**config.mk**
```make
export PLATFORM = sky130hd
export DESIGN_NAME = battery_power_supervisor_flat
export DESIGN_NICKNAME = d
export VERILOG_FILES = /design/src/hw/rtl/bps_pkg.sv /design/src/hw/rtl/bps_in_if.sv /design/src/hw/rtl/bps_out_if.sv /design/src/hw/rtl/bps_cfg_if.sv /design/src/hw/rtl/bps_step.sv /design/src/hw/rtl/battery_power_supervisor.sv /design/src/flat_wrapper.sv
export SDC_FILE = /design/constraint.sdc
export NUM_CORES = 1
export LEC_CHECK = 0
export BUFFER_PORTS_ARGS = -buffer_cell sky130_fd_sc_hd__buf_4
export CORE_ASPECT_RATIO = 0.7
export CORE_MARGIN = 3
export CORE_UTILIZATION = 55
export CTS_CLUSTER_SIZE = 24
export DETAILED_ROUTE_END_ITERATION = 10
export GPL_TIMING_DRIVEN = 0
export PLACE_DENSITY = 0.75
export SYNTH_ARGS = -nofsm -noshare
export SYNTH_HDL_FRONTEND = slang
export SYNTH_SLANG_ARGS = --single-unit
export TNS_END_PERCENT = 30
```
**constraint.sdc**
```tcl
create_clock -name clk -period 14.5 [get_ports clk]
set_clock_uncertainty 0.1 [all_clocks]
set_input_delay 2.175 -clock clk [delete_from_list [all_inputs] [get_ports clk]]
set_output_delay 2.175 -clock clk [all_outputs]
set_load 0.02 [all_outputs]
```
**src/hw/rtl/bps_pkg.sv**
```systemverilog
// ----------------------------------------------------------------------------
// bps_pkg
// Types and constants shared by the battery power supervisor files.
// ----------------------------------------------------------------------------
package bps_pkg;

  localparam int unsigned MV_W    = 14;
  localparam int unsigned TEMP_W  = 8;
  localparam int unsigned RISE_W  = 7;
  localparam int unsigned DELAY_W = 8;
  localparam int unsigned COUNT_W = 16;
  localparam int unsigned KIND_W  = 2;
  localparam int unsigned CMD_W   = 2;
  localparam int unsigned CFG_IDX_W  = 3;
  localparam int unsigned CFG_DATA_W = 16;

  // item kinds
  localparam logic [KIND_W-1:0] KIND_TICK       = 2'd0;
  localparam logic [KIND_W-1:0] KIND_SET_RUN    = 2'd1;
  localparam logic [KIND_W-1:0] KIND_LOAD_CAM   = 2'd2;
  localparam logic [KIND_W-1:0] KIND_SET_HEATER = 2'd3;

  // supply commands
  localparam logic [CMD_W-1:0] CMD_NONE = 2'd0;
  localparam logic [CMD_W-1:0] CMD_ON   = 2'd1;
  localparam logic [CMD_W-1:0] CMD_OFF  = 2'd2;

  // register indexes
  localparam logic [CFG_IDX_W-1:0] REG_SHED_THR    = 3'd0;
  localparam logic [CFG_IDX_W-1:0] REG_RECOVER_THR = 3'd1;
  localparam logic [CFG_IDX_W-1:0] REG_HEATER_THR  = 3'd2;
  localparam logic [CFG_IDX_W-1:0] REG_COLD_THR    = 3'd3;
  localparam logic [CFG_IDX_W-1:0] REG_MIN_RISE    = 3'd4;
  localparam logic [CFG_IDX_W-1:0] REG_CHECK_PER   = 3'd5;
  localparam logic [CFG_IDX_W-1:0] REG_SHED_DELAY  = 3'd6;
  localparam logic [CFG_IDX_W-1:0] REG_REBOOT_LIM  = 3'd7;

  // register reset values
  localparam logic [MV_W-1:0]          RST_SHED_THR    = 14'd3200;
  localparam logic [MV_W-1:0]          RST_RECOVER_THR = 14'd3400;
  localparam logic [MV_W-1:0]          RST_HEATER_THR  = 14'd3500;
  localparam logic signed [TEMP_W-1:0] RST_COLD_THR    = -8'sd10;
  localparam logic [RISE_W-1:0]        RST_MIN_RISE    = 7'd3;
  localparam logic [RISE_W-1:0]        RST_CHECK_PER   = 7'd30;
  localparam logic [DELAY_W-1:0]       RST_SHED_DELAY  = 8'd10;
  localparam logic [COUNT_W-1:0]       RST_REBOOT_LIM  = 16'd9000;

  typedef struct packed {
    logic [MV_W-1:0]          shed_thr;
    logic [MV_W-1:0]          recover_thr;
    logic [MV_W-1:0]          heater_thr;
    logic signed [TEMP_W-1:0] cold_thr;
    logic [RISE_W-1:0]        min_rise;
    logic [RISE_W-1:0]        check_period;
    logic [DELAY_W-1:0]       shed_delay;
    logic [COUNT_W-1:0]       reboot_limit;
  } cfg_t;

  typedef struct packed {
    logic [KIND_W-1:0]        kind;
    logic [MV_W-1:0]          cell_low_mv;
    logic [MV_W-1:0]          cell_high_mv;
    logic signed [TEMP_W-1:0] battery_temp_c;
    logic                     heater_sense;
    logic [COUNT_W-1:0]       set_value;
  } item_t;

  // supervisor state, watchdog phase excepted
  typedef struct packed {
    logic [DELAY_W-1:0]       shed_counter;
    logic [COUNT_W-1:0]       camera_countdown;
    logic                     computer_run;
    logic                     heater_first;
    logic [RISE_W-1:0]        heater_countdown;
    logic signed [TEMP_W-1:0] temp_baseline;
    logic                     heater_valid;
    logic [COUNT_W-1:0]       elapsed_ticks;
  } state_t;

  typedef struct packed {
    logic               computer_power;
    logic [CMD_W-1:0]   radio_power_cmd;
    logic               camera_off;
    logic [CMD_W-1:0]   heater_cmd;
    logic               watchdog_feed;
    logic               heater_fault;
    logic               heater_enabled;
    logic               reboot_request;
    logic [COUNT_W-1:0] tick_count;
  } result_t;

endpackage

```
**src/hw/rtl/bps_in_if.sv**
```systemverilog
// ----------------------------------------------------------------------------
// bps_in_if
// Request channel carrying one supervisor input item.
// ----------------------------------------------------------------------------
interface bps_in_if;
  logic                               valid;
  logic                               ready;
  logic [bps_pkg::KIND_W-1:0]         kind;
  logic [bps_pkg::MV_W-1:0]           cell_low_mv;
  logic [bps_pkg::MV_W-1:0]           cell_high_mv;
  logic signed [bps_pkg::TEMP_W-1:0]  battery_temp_c;
  logic                               heater_sense;
  logic [bps_pkg::COUNT_W-1:0]        set_value;

  modport source (output valid, kind, cell_low_mv, cell_high_mv, battery_temp_c,
                  heater_sense, set_value, input ready);
  modport sink   (input valid, kind, cell_low_mv, cell_high_mv, battery_temp_c,
                  heater_sense, set_value, output ready);
endinterface

```
**src/hw/rtl/bps_out_if.sv**
```systemverilog
// ----------------------------------------------------------------------------
// bps_out_if
// Result channel carrying one supervisor result item.
// ----------------------------------------------------------------------------
interface bps_out_if;
  logic                         valid;
  logic                         ready;
  logic                         computer_power;
  logic [bps_pkg::CMD_W-1:0]    radio_power_cmd;
  logic                         camera_off;
  logic [bps_pkg::CMD_W-1:0]    heater_cmd;
  logic                         watchdog_feed;
  logic                         heater_fault;
  logic                         heater_enabled;
  logic                         reboot_request;
  logic [bps_pkg::COUNT_W-1:0]  tick_count;

  modport source (output valid, computer_power, radio_power_cmd, camera_off, heater_cmd,
                  watchdog_feed, heater_fault, heater_enabled, reboot_request,
                  tick_count, input ready);
  modport sink   (input valid, computer_power, radio_power_cmd, camera_off, heater_cmd,
                  watchdog_feed, heater_fault, heater_enabled, reboot_request,
                  tick_count, output ready);
endinterface

```
**src/hw/rtl/bps_cfg_if.sv**
```systemverilog
// ----------------------------------------------------------------------------
// bps_cfg_if
// Register write channel: register index and write data.
// ----------------------------------------------------------------------------
interface bps_cfg_if;
  logic                            valid;
  logic                            ready;
  logic [bps_pkg::CFG_IDX_W-1:0]   index;
  logic [bps_pkg::CFG_DATA_W-1:0]  data;

  modport source (output valid, index, data, input ready);
  modport sink   (input valid, index, data, output ready);
endinterface

```
**src/hw/rtl/bps_step.sv**
```systemverilog
// ----------------------------------------------------------------------------
// bps_step
// Next-state and result logic for one supervisor request.
// ----------------------------------------------------------------------------
module bps_step #(
  parameter int unsigned WATCHDOG_PERIOD = 8,
  parameter int unsigned PHASE_W = 3
) (
  input  bps_pkg::cfg_t     cfg,
  input  bps_pkg::item_t    item,
  input  bps_pkg::state_t   state,
  input  logic [PHASE_W-1:0] phase,
  output bps_pkg::state_t   state_nxt,
  output logic [PHASE_W-1:0] phase_nxt,
  output bps_pkg::result_t  result
);

  localparam logic [PHASE_W:0] PERIOD = (PHASE_W+1)'(WATCHDOG_PERIOD);
  localparam logic [bps_pkg::DELAY_W-1:0] SHED_MAX = '1;
  localparam logic [bps_pkg::COUNT_W-1:0] TICK_MAX = '1;

  logic signed [bps_pkg::MV_W+1:0] vtop;
  logic signed [bps_pkg::MV_W+1:0] vlow;
  logic signed [bps_pkg::MV_W+1:0] shed_s, rec_s, hon_s;
  logic                            low_v, rec_v, hon_ok, below_rec;
  logic [bps_pkg::DELAY_W-1:0]     shed_cnt;
  logic [PHASE_W:0]                phase_inc;
  logic                            feed;
  logic                            cold;
  logic [bps_pkg::RISE_W-1:0]      hcd_a, hcd_b;
  logic signed [bps_pkg::TEMP_W-1:0] base_a;
  logic signed [bps_pkg::TEMP_W:0] rise;
  logic [bps_pkg::COUNT_W-1:0]     ticks_inc;

  always_comb begin
    vlow   = $signed({2'b00, item.cell_low_mv});
    vtop   = $signed({2'b00, item.cell_high_mv}) - vlow;
    shed_s = $signed({2'b00, cfg.shed_thr});
    rec_s  = $signed({2'b00, cfg.recover_thr});
    hon_s  = $signed({2'b00, cfg.heater_thr});

    low_v     = (vtop < shed_s) || (vlow < shed_s);
    rec_v     = (vtop > rec_s) && (vlow > rec_s);
    hon_ok    = (vtop > hon_s) && (vlow > hon_s);
    below_rec = (vtop < rec_s) && (vlow < rec_s);
    cold      = item.battery_temp_c < cfg.cold_thr;

    phase_inc = {1'b0, phase} + 1'b1;
    feed      = phase_inc >= PERIOD;

    state_nxt = state;
    phase_nxt = phase;
    result    = '0;
    result.tick_count = state.elapsed_ticks;
    shed_cnt  = state.shed_counter;
    hcd_a     = state.heater_countdown;
    hcd_b     = state.heater_countdown;
    base_a    = state.temp_baseline;
    rise      = '0;
    ticks_inc = state.elapsed_ticks;

    unique case (item.kind)
      bps_pkg::KIND_SET_RUN: begin
        state_nxt.computer_run = item.set_value != '0;
      end
      bps_pkg::KIND_LOAD_CAM: begin
        state_nxt.camera_countdown = item.set_value;
      end
      bps_pkg::KIND_SET_HEATER: begin
        state_nxt.heater_valid = item.set_value != '0;
      end
      default: begin
        // load shedding with hysteresis
        if (low_v) begin
          if (shed_cnt != SHED_MAX) shed_cnt = shed_cnt + 1'b1;
          if (shed_cnt >= cfg.shed_delay) begin
            result.camera_off      = 1'b1;
            result.radio_power_cmd = bps_pkg::CMD_OFF;
            state_nxt.computer_run = 1'b0;
          end
        end else if (rec_v) begin
          shed_cnt               = '0;
          result.radio_power_cmd = bps_pkg::CMD_ON;
        end
        state_nxt.shed_counter = shed_cnt;

        if (state.camera_countdown == '0) result.camera_off = 1'b1;
        else state_nxt.camera_countdown = state.camera_countdown - 1'b1;

        phase_nxt = phase_inc[PHASE_W-1:0];
        if (feed) begin
          phase_nxt            = '0;
          result.watchdog_feed = 1'b1;
          if (cold && state.heater_valid) begin
            if (hon_ok) begin
              result.heater_cmd = bps_pkg::CMD_ON;
              if (state.heater_first) begin
                base_a = item.battery_temp_c;
                hcd_a  = cfg.check_period;
                state_nxt.heater_first = 1'b0;
              end
              hcd_b = (hcd_a != '0) ? hcd_a - 1'b1 : hcd_a;
            end else if (below_rec) begin
              result.heater_cmd      = bps_pkg::CMD_OFF;
              state_nxt.heater_first = 1'b1;
              hcd_b                  = cfg.check_period;
            end
            state_nxt.heater_countdown = hcd_b;
            state_nxt.temp_baseline    = base_a;
            rise = {item.battery_temp_c[bps_pkg::TEMP_W-1], item.battery_temp_c}
                 - {base_a[bps_pkg::TEMP_W-1], base_a};
            // rise check at the end of each period while the heater draws
            if (item.heater_sense && hcd_b == '0) begin
              if (rise < $signed({2'b00, cfg.min_rise})) begin
                result.heater_cmd      = bps_pkg::CMD_OFF;
                result.heater_fault    = 1'b1;
                state_nxt.heater_valid = 1'b0;
              end else begin
                state_nxt.heater_countdown = cfg.check_period;
                state_nxt.temp_baseline    = item.battery_temp_c;
              end
            end
          end else begin
            result.heater_cmd = bps_pkg::CMD_OFF;
          end
        end

        if (ticks_inc != TICK_MAX) ticks_inc = ticks_inc + 1'b1;
        state_nxt.elapsed_ticks = ticks_inc;
        result.reboot_request   = ticks_inc > cfg.reboot_limit;
      end
    endcase

    result.computer_power = state_nxt.computer_run;
    result.heater_enabled = state_nxt.heater_valid;
  end

endmodule

```
**src/hw/rtl/battery_power_supervisor.sv**
```systemverilog
// ----------------------------------------------------------------------------
// battery_power_supervisor
// Tick-driven load shedding, camera timer, watchdog feed and heater control.
// ----------------------------------------------------------------------------
// Channel   Dir  Carries
// in_ch     in   kind, cell_low_mv, cell_high_mv, battery_temp_c, heater_sense,
//                set_value
// out_ch    out  computer_power, radio_power_cmd, camera_off, heater_cmd,
//                watchdog_feed, heater_fault, heater_enabled, reboot_request,
//                tick_count
// cfg_ch    in   index, data (register write, always ready)
//
// One request per cycle sustained unless the result stalls; the result is
// valid once its request passes the input register, then the result register.
// The supervisor state advances as a request moves from the input register
// into the result register, so back-to-back requests see each other's effect.
// A stalled result holds both stages; the input register refills as soon as
// the result moves on. Reset restores register defaults and all state values.
// ----------------------------------------------------------------------------
module battery_power_supervisor #(
  parameter int unsigned WATCHDOG_PERIOD = 8
) (
  input  logic         clk,
  input  logic         rst_n,
  bps_in_if.sink       in_ch,
  bps_out_if.source    out_ch,
  bps_cfg_if.sink      cfg_ch
);

  localparam int unsigned PHASE_W =
    (WATCHDOG_PERIOD > 1) ? $clog2(WATCHDOG_PERIOD) : 1;

  bps_pkg::cfg_t    cfg_r;
  bps_pkg::item_t   item_r;
  logic             item_valid_r;
  bps_pkg::state_t  state_r, state_nxt;
  logic [PHASE_W-1:0] phase_r, phase_nxt;
  bps_pkg::result_t result_r, result_nxt;
  logic             result_valid_r;
  logic             advance;
  logic             in_take;

  assign advance  = !result_valid_r || out_ch.ready;
  assign in_ch.ready = !item_valid_r || advance;
  assign in_take  = in_ch.valid && in_ch.ready;
  assign cfg_ch.ready = 1'b1;

  // register writes
  always_ff @(posedge clk) begin
    if (!rst_n) begin
      cfg_r.shed_thr     <= bps_pkg::RST_SHED_THR;
      cfg_r.recover_thr  <= bps_pkg::RST_RECOVER_THR;
      cfg_r.heater_thr   <= bps_pkg::RST_HEATER_THR;
      cfg_r.cold_thr     <= bps_pkg::RST_COLD_THR;
      cfg_r.min_rise     <= bps_pkg::RST_MIN_RISE;
      cfg_r.check_period <= bps_pkg::RST_CHECK_PER;
      cfg_r.shed_delay   <= bps_pkg::RST_SHED_DELAY;
      cfg_r.reboot_limit <= bps_pkg::RST_REBOOT_LIM;
    end else if (cfg_ch.valid) begin
      unique case (cfg_ch.index)
        bps_pkg::REG_SHED_THR:    cfg_r.shed_thr     <= cfg_ch.data[bps_pkg::MV_W-1:0];
        bps_pkg::REG_RECOVER_THR: cfg_r.recover_thr  <= cfg_ch.data[bps_pkg::MV_W-1:0];
        bps_pkg::REG_HEATER_THR:  cfg_r.heater_thr   <= cfg_ch.data[bps_pkg::MV_W-1:0];
        bps_pkg::REG_COLD_THR:    cfg_r.cold_thr     <= $signed(cfg_ch.data[bps_pkg::TEMP_W-1:0]);
        bps_pkg::REG_MIN_RISE:    cfg_r.min_rise     <= cfg_ch.data[bps_pkg::RISE_W-1:0];
        bps_pkg::REG_CHECK_PER:   cfg_r.check_period <= cfg_ch.data[bps_pkg::RISE_W-1:0];
        bps_pkg::REG_SHED_DELAY:  cfg_r.shed_delay   <= cfg_ch.data[bps_pkg::DELAY_W-1:0];
        bps_pkg::REG_REBOOT_LIM:  cfg_r.reboot_limit <= cfg_ch.data[bps_pkg::COUNT_W-1:0];
        default: ;
      endcase
    end
  end

  // input register
  always_ff @(posedge clk) begin
    if (!rst_n) begin
      item_valid_r <= 1'b0;
    end else if (in_ch.ready) begin
      item_valid_r <= in_ch.valid;
    end
  end

  always_ff @(posedge clk) begin
    if (in_take) begin
      item_r.kind           <= in_ch.kind;
      item_r.cell_low_mv    <= in_ch.cell_low_mv;
      item_r.cell_high_mv   <= in_ch.cell_high_mv;
      item_r.battery_temp_c <= in_ch.battery_temp_c;
      item_r.heater_sense   <= in_ch.heater_sense;
      item_r.set_value      <= in_ch.set_value;
    end
  end

  bps_step #(
    .WATCHDOG_PERIOD(WATCHDOG_PERIOD),
    .PHASE_W        (PHASE_W)
  ) u_step (
    .cfg      (cfg_r),
    .item     (item_r),
    .state    (state_r),
    .phase    (phase_r),
    .state_nxt(state_nxt),
    .phase_nxt(phase_nxt),
    .result   (result_nxt)
  );

  // state and result register: advance together
  always_ff @(posedge clk) begin
    if (!rst_n) begin
      state_r.shed_counter     <= '0;
      state_r.camera_countdown <= '0;
      state_r.computer_run     <= 1'b0;
      state_r.heater_first     <= 1'b1;
      state_r.heater_countdown <= '0;
      state_r.temp_baseline    <= '0;
      state_r.heater_valid     <= 1'b1;
      state_r.elapsed_ticks    <= '0;
      phase_r                  <= '0;
      result_valid_r           <= 1'b0;
    end else if (advance) begin
      result_valid_r <= item_valid_r;
      if (item_valid_r) begin
        state_r <= state_nxt;
        phase_r <= phase_nxt;
      end
    end
  end

  always_ff @(posedge clk) begin
    if (advance && item_valid_r) begin
      result_r <= result_nxt;
    end
  end

  assign out_ch.valid           = result_valid_r;
  assign out_ch.computer_power  = result_r.computer_power;
  assign out_ch.radio_power_cmd = result_r.radio_power_cmd;
  assign out_ch.camera_off      = result_r.camera_off;
  assign out_ch.heater_cmd      = result_r.heater_cmd;
  assign out_ch.watchdog_feed   = result_r.watchdog_feed;
  assign out_ch.heater_fault    = result_r.heater_fault;
  assign out_ch.heater_enabled  = result_r.heater_enabled;
  assign out_ch.reboot_request  = result_r.reboot_request;
  assign out_ch.tick_count      = result_r.tick_count;

endmodule

```
**src/flat_wrapper.sv**
```systemverilog
// flat-port wrapper written by rule: the top's interface ports become plain ports
module battery_power_supervisor_flat 
#(
  parameter int unsigned WATCHDOG_PERIOD = 8
)
  (clk, rst_n, in_ch_valid, in_ch_kind, in_ch_cell_low_mv, in_ch_cell_high_mv, in_ch_battery_temp_c, in_ch_heater_sense, in_ch_set_value, in_ch_ready, out_ch_valid, out_ch_computer_power, out_ch_radio_power_cmd, out_ch_camera_off, out_ch_heater_cmd, out_ch_watchdog_feed, out_ch_heater_fault, out_ch_heater_enabled, out_ch_reboot_request, out_ch_tick_count, out_ch_ready, cfg_ch_valid, cfg_ch_index, cfg_ch_data, cfg_ch_ready);
  bps_in_if in_ch_i ();
  bps_out_if out_ch_i ();
  bps_cfg_if cfg_ch_i ();
  input  logic clk;
  input  logic rst_n;
  input wire logic [$bits(in_ch_i.valid)-1:0] in_ch_valid;
  input wire logic [$bits(in_ch_i.kind)-1:0] in_ch_kind;
  input wire logic [$bits(in_ch_i.cell_low_mv)-1:0] in_ch_cell_low_mv;
  input wire logic [$bits(in_ch_i.cell_high_mv)-1:0] in_ch_cell_high_mv;
  input wire logic [$bits(in_ch_i.battery_temp_c)-1:0] in_ch_battery_temp_c;
  input wire logic [$bits(in_ch_i.heater_sense)-1:0] in_ch_heater_sense;
  input wire logic [$bits(in_ch_i.set_value)-1:0] in_ch_set_value;
  output wire logic [$bits(in_ch_i.ready)-1:0] in_ch_ready;
  output wire logic [$bits(out_ch_i.valid)-1:0] out_ch_valid;
  output wire logic [$bits(out_ch_i.computer_power)-1:0] out_ch_computer_power;
  output wire logic [$bits(out_ch_i.radio_power_cmd)-1:0] out_ch_radio_power_cmd;
  output wire logic [$bits(out_ch_i.camera_off)-1:0] out_ch_camera_off;
  output wire logic [$bits(out_ch_i.heater_cmd)-1:0] out_ch_heater_cmd;
  output wire logic [$bits(out_ch_i.watchdog_feed)-1:0] out_ch_watchdog_feed;
  output wire logic [$bits(out_ch_i.heater_fault)-1:0] out_ch_heater_fault;
  output wire logic [$bits(out_ch_i.heater_enabled)-1:0] out_ch_heater_enabled;
  output wire logic [$bits(out_ch_i.reboot_request)-1:0] out_ch_reboot_request;
  output wire logic [$bits(out_ch_i.tick_count)-1:0] out_ch_tick_count;
  input wire logic [$bits(out_ch_i.ready)-1:0] out_ch_ready;
  input wire logic [$bits(cfg_ch_i.valid)-1:0] cfg_ch_valid;
  input wire logic [$bits(cfg_ch_i.index)-1:0] cfg_ch_index;
  input wire logic [$bits(cfg_ch_i.data)-1:0] cfg_ch_data;
  output wire logic [$bits(cfg_ch_i.ready)-1:0] cfg_ch_ready;
  assign in_ch_i.valid = in_ch_valid;
  assign in_ch_i.kind = in_ch_kind;
  assign in_ch_i.cell_low_mv = in_ch_cell_low_mv;
  assign in_ch_i.cell_high_mv = in_ch_cell_high_mv;
  assign in_ch_i.battery_temp_c = in_ch_battery_temp_c;
  assign in_ch_i.heater_sense = in_ch_heater_sense;
  assign in_ch_i.set_value = in_ch_set_value;
  assign in_ch_ready = in_ch_i.ready;
  assign out_ch_valid = out_ch_i.valid;
  assign out_ch_computer_power = out_ch_i.computer_power;
  assign out_ch_radio_power_cmd = out_ch_i.radio_power_cmd;
  assign out_ch_camera_off = out_ch_i.camera_off;
  assign out_ch_heater_cmd = out_ch_i.heater_cmd;
  assign out_ch_watchdog_feed = out_ch_i.watchdog_feed;
  assign out_ch_heater_fault = out_ch_i.heater_fault;
  assign out_ch_heater_enabled = out_ch_i.heater_enabled;
  assign out_ch_reboot_request = out_ch_i.reboot_request;
  assign out_ch_tick_count = out_ch_i.tick_count;
  assign out_ch_i.ready = out_ch_ready;
  assign cfg_ch_i.valid = cfg_ch_valid;
  assign cfg_ch_i.index = cfg_ch_index;
  assign cfg_ch_i.data = cfg_ch_data;
  assign cfg_ch_ready = cfg_ch_i.ready;
  battery_power_supervisor #(.WATCHDOG_PERIOD(WATCHDOG_PERIOD)) u_core (.clk(clk), .rst_n(rst_n), .in_ch(in_ch_i), .out_ch(out_ch_i), .cfg_ch(cfg_ch_i));
endmodule
```
=== Word-level counts from Yosys, hierarchy flattened ===
Cells that the tools add are included.

* Memory bits (read-only): 0
* Memories: 0
* Output and inout bits: 29
* Flip-flop bits (word level): 232
* Bits in latches: 0
* Word-level logic and storage cells: 164
* Memory bits (writable): 0

* Divide/modulo/power cells: 0
* Multiply operators: 0
* Equal/unequal tests: 13
* Shift operators: 0
* Magnitude comparators: 13
* Bitwise logic cells: 5
* $add $sub $neg: 7
* Reduce and logical (&&, ||, !) cells: 40
* Mux-type cells: 51

{| class="wikitable"
|+ Operators by type and width
! operator !! number
|-
| $mux W8 || 10
|-
| $mux W7 || 11
|-
| $mux W16 || 4
|-
| $gt A16 B15 Y1 || 2
|-
| $lt A16 B15 Y1 || 2
|-
| $pmux W16 S2 || 1
|-
| $gt A14 B14 Y1 || 2
|-
| $lt A14 B14 Y1 || 2
|-
| $reduce_and A2 Y1 || 9
|-
| $add A16 B1 Y16 const B || 1
|-
| $gt A16 B16 Y1 || 1
|-
| $logic_not A16 Y1 || 1
|-
| $ne A16 B16 Y1 const B || 1
|-
| $reduce_bool A16 Y1 || 1
|-
| $sub A16 B1 Y16 const B || 1
|-
| $mux W15 || 1
|-
| $sub A14 B14 Y15 || 1
|-
| $mux W2 || 7
|-
| $mux W1 || 13
|-
| $eq A3 B3 Y1 const B || 4
|-
| $lt A9 B8 Y1 || 1
|-
| $sub A8 B8 Y9 || 1
|-
| $add A8 B1 Y8 const B || 1
|-
| $ge A8 B8 Y1 || 1
|-
| other kinds (29) || 50
|}

=== Depth between registers and ports, before layout ===
Gate-level depths: netlist of the first run.

* Depth in word-level cells: 19
* Depth in mapped cells: 41
* Gate-level depth less buffers: 38

=== Cells and area by module ===
Synthesis of the first run repeated with hierarchy kept, for this count alone.

* Cell total of the unflattened synthesis: 1636
* Area total of the unflattened synthesis: 14813.0 sq um

{| class="wikitable"
|+ Modules (own cells, without submodules)
! module !! cells each !! area an instance (sq um) !! times used
|-
| battery_power_supervisor || 673 || 8011.4 || 1
|-
| bps_step || 963 || 6801.5 || 1
|}

=== Least setup slack after synthesis of the first run ===
Ideal clock, no wire load.

* Path kind: register -> register
* Start: register u_core.item_r[46] (netlist name)
* End: register u_core.state_r[17] (netlist name)
* Stages on the path, launching flop included: 38
* Required time: 14.328 ns
* Arrival time: 7.188 ns
* Setup slack: 7.140 ns
* Setup time: 0.072 ns
* Path through: edfxtp_1 > inv_1 > ha_1 > and2_1 > or4_1 > o21ai_2 > nor2b_1 > o21ai_0 > a21oi_1 > o21ai_0 > nand2b_1 > xnor2_1 > ha_1 > nand2_1 > nor4_1 > a221oi_1 > o31ai_1 > or4b_1 > [2 not listed] > nand2_1 > o21ai_0 > ha_1 > fa_1 > a21oi_1 > a31o_2 > a221oi_1 > o2111a_1 > or3_1 > ha_1 > a21oi_1 > a21oi_1 > o21ai_0 > mux2_4 > a211oi_1 > a41o_1 > buf_6 > mux2i_1

* Cells in the longest elaborated chain, start to end: 11

{| class="wikitable"
|+ RTL lines
! element !! RTL line !! source
|-
| start, declared || battery_power_supervisor.sv:34 || <nowiki>bps_pkg::item_t item_r;</nowiki>
|-
| $sub A14 B14 Y15 || bps_step.sv:37 || <nowiki>vtop = $signed({2'b00, item.cell_high_mv}) - vlow;</nowiki>
|-
| $gt A16 B15 Y1 or $lt A16 B15 Y1 (tied branches) || bps_step.sv:44, bps_step.sv:45 ||
|-
| $logic_and A1 B1 Y1, on equally long branches || bps_step.sv:44, bps_step.sv:45 ||
|-
| $mux W8 or $mux W7 (tied branches) || bps_step.sv:95, bps_step.sv:103 ||
|-
| $mux W8 or $mux W7 (tied branches) || bps_step.sv:94, bps_step.sv:95 ||
|-
| $mux W8 or $mux W7 (tied branches) || bps_step.sv:91, bps_step.sv:94 ||
|-
| $mux W8 or $mux W7 (tied branches) || bps_step.sv:62, bps_step.sv:91 ||
|-
| $sub A8 B8 Y9 or $mux W7 (tied branches) || bps_step.sv:111, bps_step.sv:62 ||
|-
| $lt A9 B8 Y1 or $logic_not A7 Y1 (tied branches) || bps_step.sv:114, bps_step.sv:113 ||
|-
| $mux W15 or $logic_and A1 B1 Y1 (tied branches) || bps_step.sv:114, bps_step.sv:113 ||
|-
| $mux W16 (*) || bps_step.sv:113 || <nowiki>if (item.heater_sense && hcd_b == '0) begin</nowiki>
|-
| end signal, assigned || battery_power_supervisor.sv:123 || <nowiki>state_r <= state_nxt;</nowiki>
|-
| end, declared || battery_power_supervisor.sv:36 || <nowiki>bps_pkg::state_t state_r, state_nxt;</nowiki>
|}

Every way passes the cells marked *; elsewhere a longest branch is shown, timed or not. The select of a mux whose other input is x is not followed.
A chain may end at the register's enable or synchronous reset.

=== Final worst setup path of the first run ===
* Start: register u_core.item_r[46] (netlist name)
* End: register u_core.result_r (netlist bit u_core.out_ch.heater_cmd[0]) (data pin)

* Cells in the longest elaborated chain, start to end: 11

{| class="wikitable"
|+ RTL lines
! element !! RTL line !! source
|-
| $sub A14 B14 Y15 || bps_step.sv:37 ||
|-
| $gt A16 B15 Y1 or $lt A16 B15 Y1 (tied branches) || bps_step.sv:44, bps_step.sv:45 ||
|-
| $logic_and A1 B1 Y1, on equally long branches || bps_step.sv:44, bps_step.sv:45 ||
|-
| $mux W8 or $mux W7 (tied branches) || bps_step.sv:95, bps_step.sv:103 ||
|-
| $mux W8 or $mux W7 (tied branches) || bps_step.sv:94, bps_step.sv:95 ||
|-
| $mux W8 or $mux W7 (tied branches) || bps_step.sv:91, bps_step.sv:94 ||
|-
| $mux W8 or $mux W7 (tied branches) || bps_step.sv:62, bps_step.sv:91 ||
|-
| $sub A8 B8 Y9 or $mux W7 (tied branches) || bps_step.sv:111, bps_step.sv:62 ||
|-
| $lt A9 B8 Y1 or $logic_not A7 Y1 (tied branches) || bps_step.sv:114, bps_step.sv:113 ||
|-
| $mux W2 or $logic_and A1 B1 Y1 (tied branches) || bps_step.sv:114, bps_step.sv:113 ||
|-
| $mux W2 (*) || bps_step.sv:113 ||
|-
| end signal, assigned || battery_power_supervisor.sv:131 || <nowiki>result_r <= result_nxt;</nowiki>
|-
| end, declared || battery_power_supervisor.sv:38 || <nowiki>bps_pkg::result_t result_r, result_nxt;</nowiki>
|}

Marked as above.

==> qor.csv, run 1 <==
metric;value;unit
start_util;57.2;%
min-delay-start;u_core.state_r[3];
port_buffers;95;
worstSetupPathType;flip-flop to flip-flop;
routedWlPerCell;18.1;um
via_per_inst;5.84;
hold_viol_final;0;
utilization;65.1;%
yosysSeqAreaShare;39.5;%
firstDrtPassIters;6;
ioPinCount;108;
cts_tree;built;
drv_cap;0;
antenna_found_initial;2;
worstPathRequired;14690;ps
peakVddDrop;0.107;mV
die_height;139;um
r2r-start;u_core.item_r[46];
root_buffer;clkbuf_16;
regArea;5460;um2
grt_max_degree;39;
use_met3;4.98;%
drv_slew;0;
syn_area;13800;um2
ys_types;81;
cts-hold-fix-buffers;0;
tritoncts.num_buffers;24;
clk_pin_slew;70;ps
clock-sinks;232;
postCtsSetupBuffers;0;
synth_cells;1590;
die-area;27100;um2
busiest_layer;met2;
antenna_left;0;
cp.arrival;9350;ps
tightest_slew;1380;ps
slowest_stage;o31ai_1;
ys_seq_elements;232;
min_period;9160;ps
syn_area_per_cell;8.69;um2
rsz0062_at_grt;no;
grt_pass1_vias;11389;
relSlewSlack;6.83;%
setup_violations;0;
synthesis.nets;1820;
synth-async-reset-ratio;0;%
grt_pass1_wl;59.9;mm
hold_ws;338;ps
multi_input_area;7600;um2
clock_latency;550;ps
drive_above_1_share;9.36;%
drtIter0Drc;939;
finalCritPeriodShare;63.2;%
grt_use_met1;39.6;%
cts-htree-levels;1;
cts_resized;0;
fill_cells;2045;
synth_most_common_cell;nand2_1;
yosysWarnings;0;
gp_congestion;0.933;
grt_use_met2;41.2;%
synthTopCellsByCount;247 x nand2_1, 151 x dfxtp_1, 149 x ha_1;
synth_top_area_cell;dfxtp_1;
synth_flop_cell;dfxtp_1;
final_cell_count_no_fill;2049;
critPathCaptureType;flip-flop;
power.density;105;nW/um2
status;completed;
vias;11970;
timing.setup.tns;0;ps
num_rows;47;
slowest_delay;690;ps
crit_start;u_core.item_r[46];
yosys.area.top_type_share;21.9;%
overflow;0;
dp_cells;2004;
cts_buffer_depth;3;
hold_path_class;flip-flop to flip-flop;
core;24200;um2
wl;37.1;mm
synthTopCellsByArea;dfxtp_1 22%, edfxtp_1 18%, ha_1 13%, nand2_1 6.7%, a21oi_1 4.3%;
grt_usage;26.9;%
die_w;195;um
final_nets;1942;
area_growth;13.8;%
post-dp-hpwl;28.3;mm
leakage;6.54;nW
drc;0;
worst_setup_path_start_kind;flip-flop;
crit_fanout;10;
fmax;0.109;GHz
synth_edf_count;81;
==> layout make-up <==
type	count	share of cell area (%)
Multi-Input combinational cell	1162	48.3
Inverter	130	3.10
Antenna cell	1	0.0159
Clock inverter	9	0.517
Clock buffer	35	4.41
Timing Repair Buffer	96	4.66
Sequential cell	232	34.7
Buffer	66	1.76
Tap cell	318	2.53
==> metrics by stage <==
step	instance area, um2	power, mW	setup slack, ps
floorplan	13800	0.953	7140
global placement	14900	1.04	5790
detailed placement	15000	1.05	5670
CTS	15700	1.66	5600
global route	15700	1.74	4850
finish	15700	1.66	5340
==> final timing paths <==
path / endpoint / slack, ps / cells after the start
worst max register to register: u_core.out_ch.heater_cmd[0] / 5340 / 36
worst max-delay path: u_core.out_ch.heater_cmd[0] / 5340 / 36
worst min-delay path: u_core.out_ch.tick_count[3] / 340 / 0
worst min register to register: u_core.out_ch.tick_count[3] / 340 / 0
==> per-layer routing <==
| metal | vias to the layer above | part of all wire (%) | routed length, um |
|---|---|---|---|
| met3 | 64 | 7.8 | 2880 |
| li1 | 5878 | - | - |
| met1 | 5601 | 47 | 17500 |
| met4 | 2 | 2.2 | 800 |
| met2 | 425 | 43 | 15900 |
| met5 | - | 0.035 | 13 |
==> worst max-delay path, delay by kind of cell (launching register included) <==
family / cells / cell delay (ps)
AND/OR/NAND/NOR: 11 / 2280
AO/OA/AOI/OAI: 14 / 3080
flip-flops: 1 / 420
multiplexers: 1 / 290
buffers and inverters: 3 / 720
XOR/XNOR: 1 / 160
adder cells (fa/ha/maj): 6 / 1850
==> where the power goes <==
group / internal (mW) / switching [mW] / total [mW]
Clock: 0.351 / 0.261 / 0.613
Sequential: 0.700 / 0.0186 / 0.718
Combinational: 0.130 / 0.198 / 0.328
Total: 1.18 / 0.478 / 1.66
==> cell families after synthesis <==
kind of cell               synth area share (%)
adders and majority gates                  13.9
other                                    0.0271
buffers and inverters                      5.53
and+or+nand+nor                            19.1
AOI/OAI and AO/OA                          17.0
muxes                                      2.32
DFF                                        39.5
xor gates and xnor gates                   2.60
==> sequential cells by signal, indices dropped and copies added (netlist names), 2 cells and up <==
| signal | count |
|---|---|
| u_core.out_ch.tick_count | 16 |
| u_core.out_ch.radio_power_cmd | 2 |
| u_core.state_r | 58 |
| u_core.phase_r | 3 |
| u_core.item_r | 55 |
| u_core.cfg_r | 88 |
| u_core.out_ch.heater_cmd | 2 |
==> placed cells by master (no fill, tap or decap), types with 16 or more instances in the layout <==
master | netlist | routed
inv_1 | 130 | 130
dfxtp_1 | 151 | 151
a21o_1 | 29 | 29
a21oi_1 | 119 | 119
nor3_1 | 28 | 28
buf_4 | 2 | 97
nand2_1 | 247 | 247
nand2b_1 | 24 | 24
ha_1 | 149 | 149
o211ai_1 | 39 | 39
clkbuf_1 | 56 | 64
xor2_1 | 19 | 19
nand3_1 | 55 | 55
o21ai_0 | 62 | 62
nor2_1 | 108 | 108
nand4_1 | 18 | 18
a22oi_1 | 16 | 16
edfxtp_1 | 81 | 81
xnor2_1 | 22 | 22
mux2i_1 | 26 | 26
clkbuf_16 | 0 | 26
Power figures use the tool's default switching activity.
==> run 2, diff against run 1 <==
--- a/config.mk
+++ b/config.mk
@@ -5,6 +5,7 @@
 export SDC_FILE = /design/constraint.sdc
 export NUM_CORES = 1
 export LEC_CHECK = 0
+export ABC_AREA = 1
 export BUFFER_PORTS_ARGS = -buffer_cell sky130_fd_sc_hd__buf_4
 export CORE_ASPECT_RATIO = 0.7
 export CORE_MARGIN = 3
==> constraint.sdc (replaced) <==
create_clock -name clk -period 8.5 [get_ports clk]
set_clock_uncertainty 0.1 [all_clocks]
set_input_delay 1.275 -clock clk [delete_from_list [all_inputs] [get_ports clk]]
set_output_delay 1.275 -clock clk [all_outputs]
set_load 0.02 [all_outputs]
==> run 2 against run 1 <==
Compared with the run above:
- die area is 1.3% lower
- cell count is 6.0% higher
- power is 75% higher
- critical endpoint is now u_core.state_r[20]
- largest power group unchanged
==> qor.csv, run 2 <==
metric;value;unit
ioPinCount;108;
status;completed;
finalCritPeriodShare;93.0;%
ys_types;50;
hold_path_class;flip-flop to flip-flop;
crit_family;compound AO/OA/AOI/OAI gates;
yosys.area.top_type_share;22.2;%
via_per_inst;5.53;
synthTopCellsByCount;280 x nand2_1, 276 x inv_1, 181 x a21oi_1;
cp.arrival;8190;ps
synth_top_area_cell;dfxtp_1;
cts_buffer_depth;3;
routedWlPerCell;16.7;um
port_buffers;105;
min_period;7900;ps
post-dp-hpwl;27.7;mm
num_rows;47;
ys_seq_elements;232;
drv_cap;0;
placed_cell_area;14900;um2
drv_slew;0;
dp_slack;737;ps
switching_share;31.0;%
syn_area_per_cell;8.02;um2
synth_cells;1699;
regMostFlops;u_core.cfg_r;
timing.setup.tns;0;ps
p_int;2.00;mW
drc;0;
diodes;0;
most-common-layout-cells;280 x nand2_1, 275 x inv_1, 181 x a21oi_1;
fill_cells;2034;
slowest_delay;490;ps
fmax;0.127;GHz
overflow;0;
tritoncts.num_buffers;25;
start_util;56.8;%
setup_slack;597;ps
synthesis.nets;1929;
worstSetupPathType;flip-flop to flip-flop;
slowest_stage;edfxtp_1;
yosysWarnings;0;
synth-async-reset-ratio;0;%
clockPowerShare;35.1;%
worst_setup_path_start_kind;flip-flop;
setup_violations;0;
area_growth;14.6;%
final_common_cell;nand2_1;
grt_max_degree;39;
yosysSeqAreaShare;40.0;%
tightest_slew;816;ps
utilization;65.1;%
core;24000;um2
grt_pass1_wl;57.6;mm
power.density;186;nW/um2
cts-htree-levels;1;
syn_area;13600;um2
clock_latency;540;ps
gp_congestion;0.953;
grt_usage;26.7;%
final_cell_area;15600;um2
rsz0062_at_grt;no;
vias;12015;
seq_power_share;42.3;%
multi_input_area;6910;um2
worstPathRequired;8780;ps
critPathCaptureType;flip-flop;
drive_above_1_share;10.5;%
crit_fanout;10;
die_height;138;um
final_nets;2064;
clk_pin_slew;60;ps
hold_viol_final;0;
wl;36.2;mm
cts_tree;built;
grt_pass1_vias;11203;
synth_flop_cell;dfxtp_1;
leakage;7.15;nW
die-area;26700;um2
synthTopCellsByArea;dfxtp_1 22%, edfxtp_1 18%, ha_1 14%, nand2_1 7.7%, inv_1 7.6%;
antenna_found_initial;0;
power_switching;0.899;mW
firstDrtPassIters;6;
root_buffer;clkbuf_16;
p_comb_share;22.6;%
peakVddDrop;0.152;mV
largest_register_ff_count;88;
die_w;194;um
cpMostUsedCell;nand2_1;
worstPathBufferInverterCount;6;
top_regs;u_core.cfg_r x88, u_core.state_r x58, u_core.item_r x55;
drtIter0Drc;1177;
clock-sinks;232;
relSlewSlack;45.6;%
regArea;5460;um2
synth_edf_count;81;
synth_most_common_cell;nand2_1;
antenna_left;0;
[run 2: cell types whose count changed in the layout (fill, tap and decap cells not counted), sizes merged, moves of 15 or more]
| cell | previous run | this run |
|---|---|---|
| nand2b | 24 | 0 |
| nand4 | 18 | 40 |
| mux2i | 26 | 1 |
| clkbuf | 95 | 66 |
| inv | 130 | 278 |
| a21oi | 119 | 182 |
| nand2 | 247 | 291 |
| buf | 102 | 119 |
| a21o | 29 | 3 |
| o21ai | 64 | 141 |
| nand3 | 55 | 70 |
| nor2b | 15 | 0 |
[run 2: power by group through the flow]
stage / clock network, mW / registers, mW / logic [mW]
floorplan: 0 / 1.25 / 0.442
global placement: 0 / 1.25 / 0.609
detailed placement: 0 / 1.25 / 0.635
CTS: 1.04 / 1.23 / 0.641
global route: 1.09 / 1.23 / 0.733
finish: 1.02 / 1.23 / 0.656
[run 2: worst paths after layout]
| check | start | endpoint | slack (ps) | cells past startpoint |
|---|---|---|---|---|
| min reg2reg | u_core.cfg_r[31] | u_core.cfg_r[31] | 360 | 2 |
| max reg2reg | u_core.item_r[41] | u_core.state_r[20] | 600 | 42 |
| max | u_core.item_r[41] | u_core.state_r[20] | 600 | 42 |
| min | u_core.cfg_r[31] | u_core.cfg_r[31] | 360 | 2 |
[run 2: per-layer routing]
layer | global-route usage, % | wire length [um] | vias up
met4 | 8.61 | 1040 | 0
li1 | - | - | 5967
met1 | 39.7 | 17300 | 5509
met5 | 0 | 0 | -
met2 | 38.9 | 14700 | 462
met3 | 5.30 | 3180 | 77
[run 2: cell type report]
type / count / area share, %
multi-input combinational: 1134 / 44.2
sequential: 232 / 34.9
inverter: 286 / 6.87
timing repair buffer: 108 / 5.32
clock buffer: 30 / 4.12
tap: 318 / 2.55
buffer: 47 / 1.31
clock inverter: 16 / 0.721
[run 2: kinds of logic (layout without fill, tap and decap cells)]
kind of cell             Yosys count  count (layout)  synth area share [%]
AO/OA/AOI/OAI                    389             389                  15.6
multiplexers                       1               1                0.0734
AND/OR/NAND/NOR                  549             549                  18.2
XOR/XNOR                          43              43                  2.76
flip-flops                       232             232                  40.0
other                              1               1                0.0275
adder cells (fa/ha/maj)          151             151                  14.0
buffers and inverters            333             487                  9.37
[run 2: worst min-delay path: cells and delay by family, from the launching register on]
| family | cells | cell delay (ps) |
|---|---|---|
| DFF | 1 | 330 |
| and+or+nand+nor | 2 | 110 |
[run 2: stage by stage]
stage / cells / total power, mW / hold slack, ps
3_3_place_gp: 2122 / 1.86 / 345
5_1_grt: 2171 / 3.05 / 374
6_report: 2171 / 2.90 / 363
4_1_cts: 2170 / 2.91 / 363
2_1_floorplan: 1699 / 1.69 / 329
3_5_place_dp: 2124 / 1.89 / 348
[run 2: what timing repair did]
item / CTS / global route
hold buffers: 0 / 0
resized for setup: 0 / 2
setup endpoints to repair: 0 / 15
buffers inserted: 0 / 1
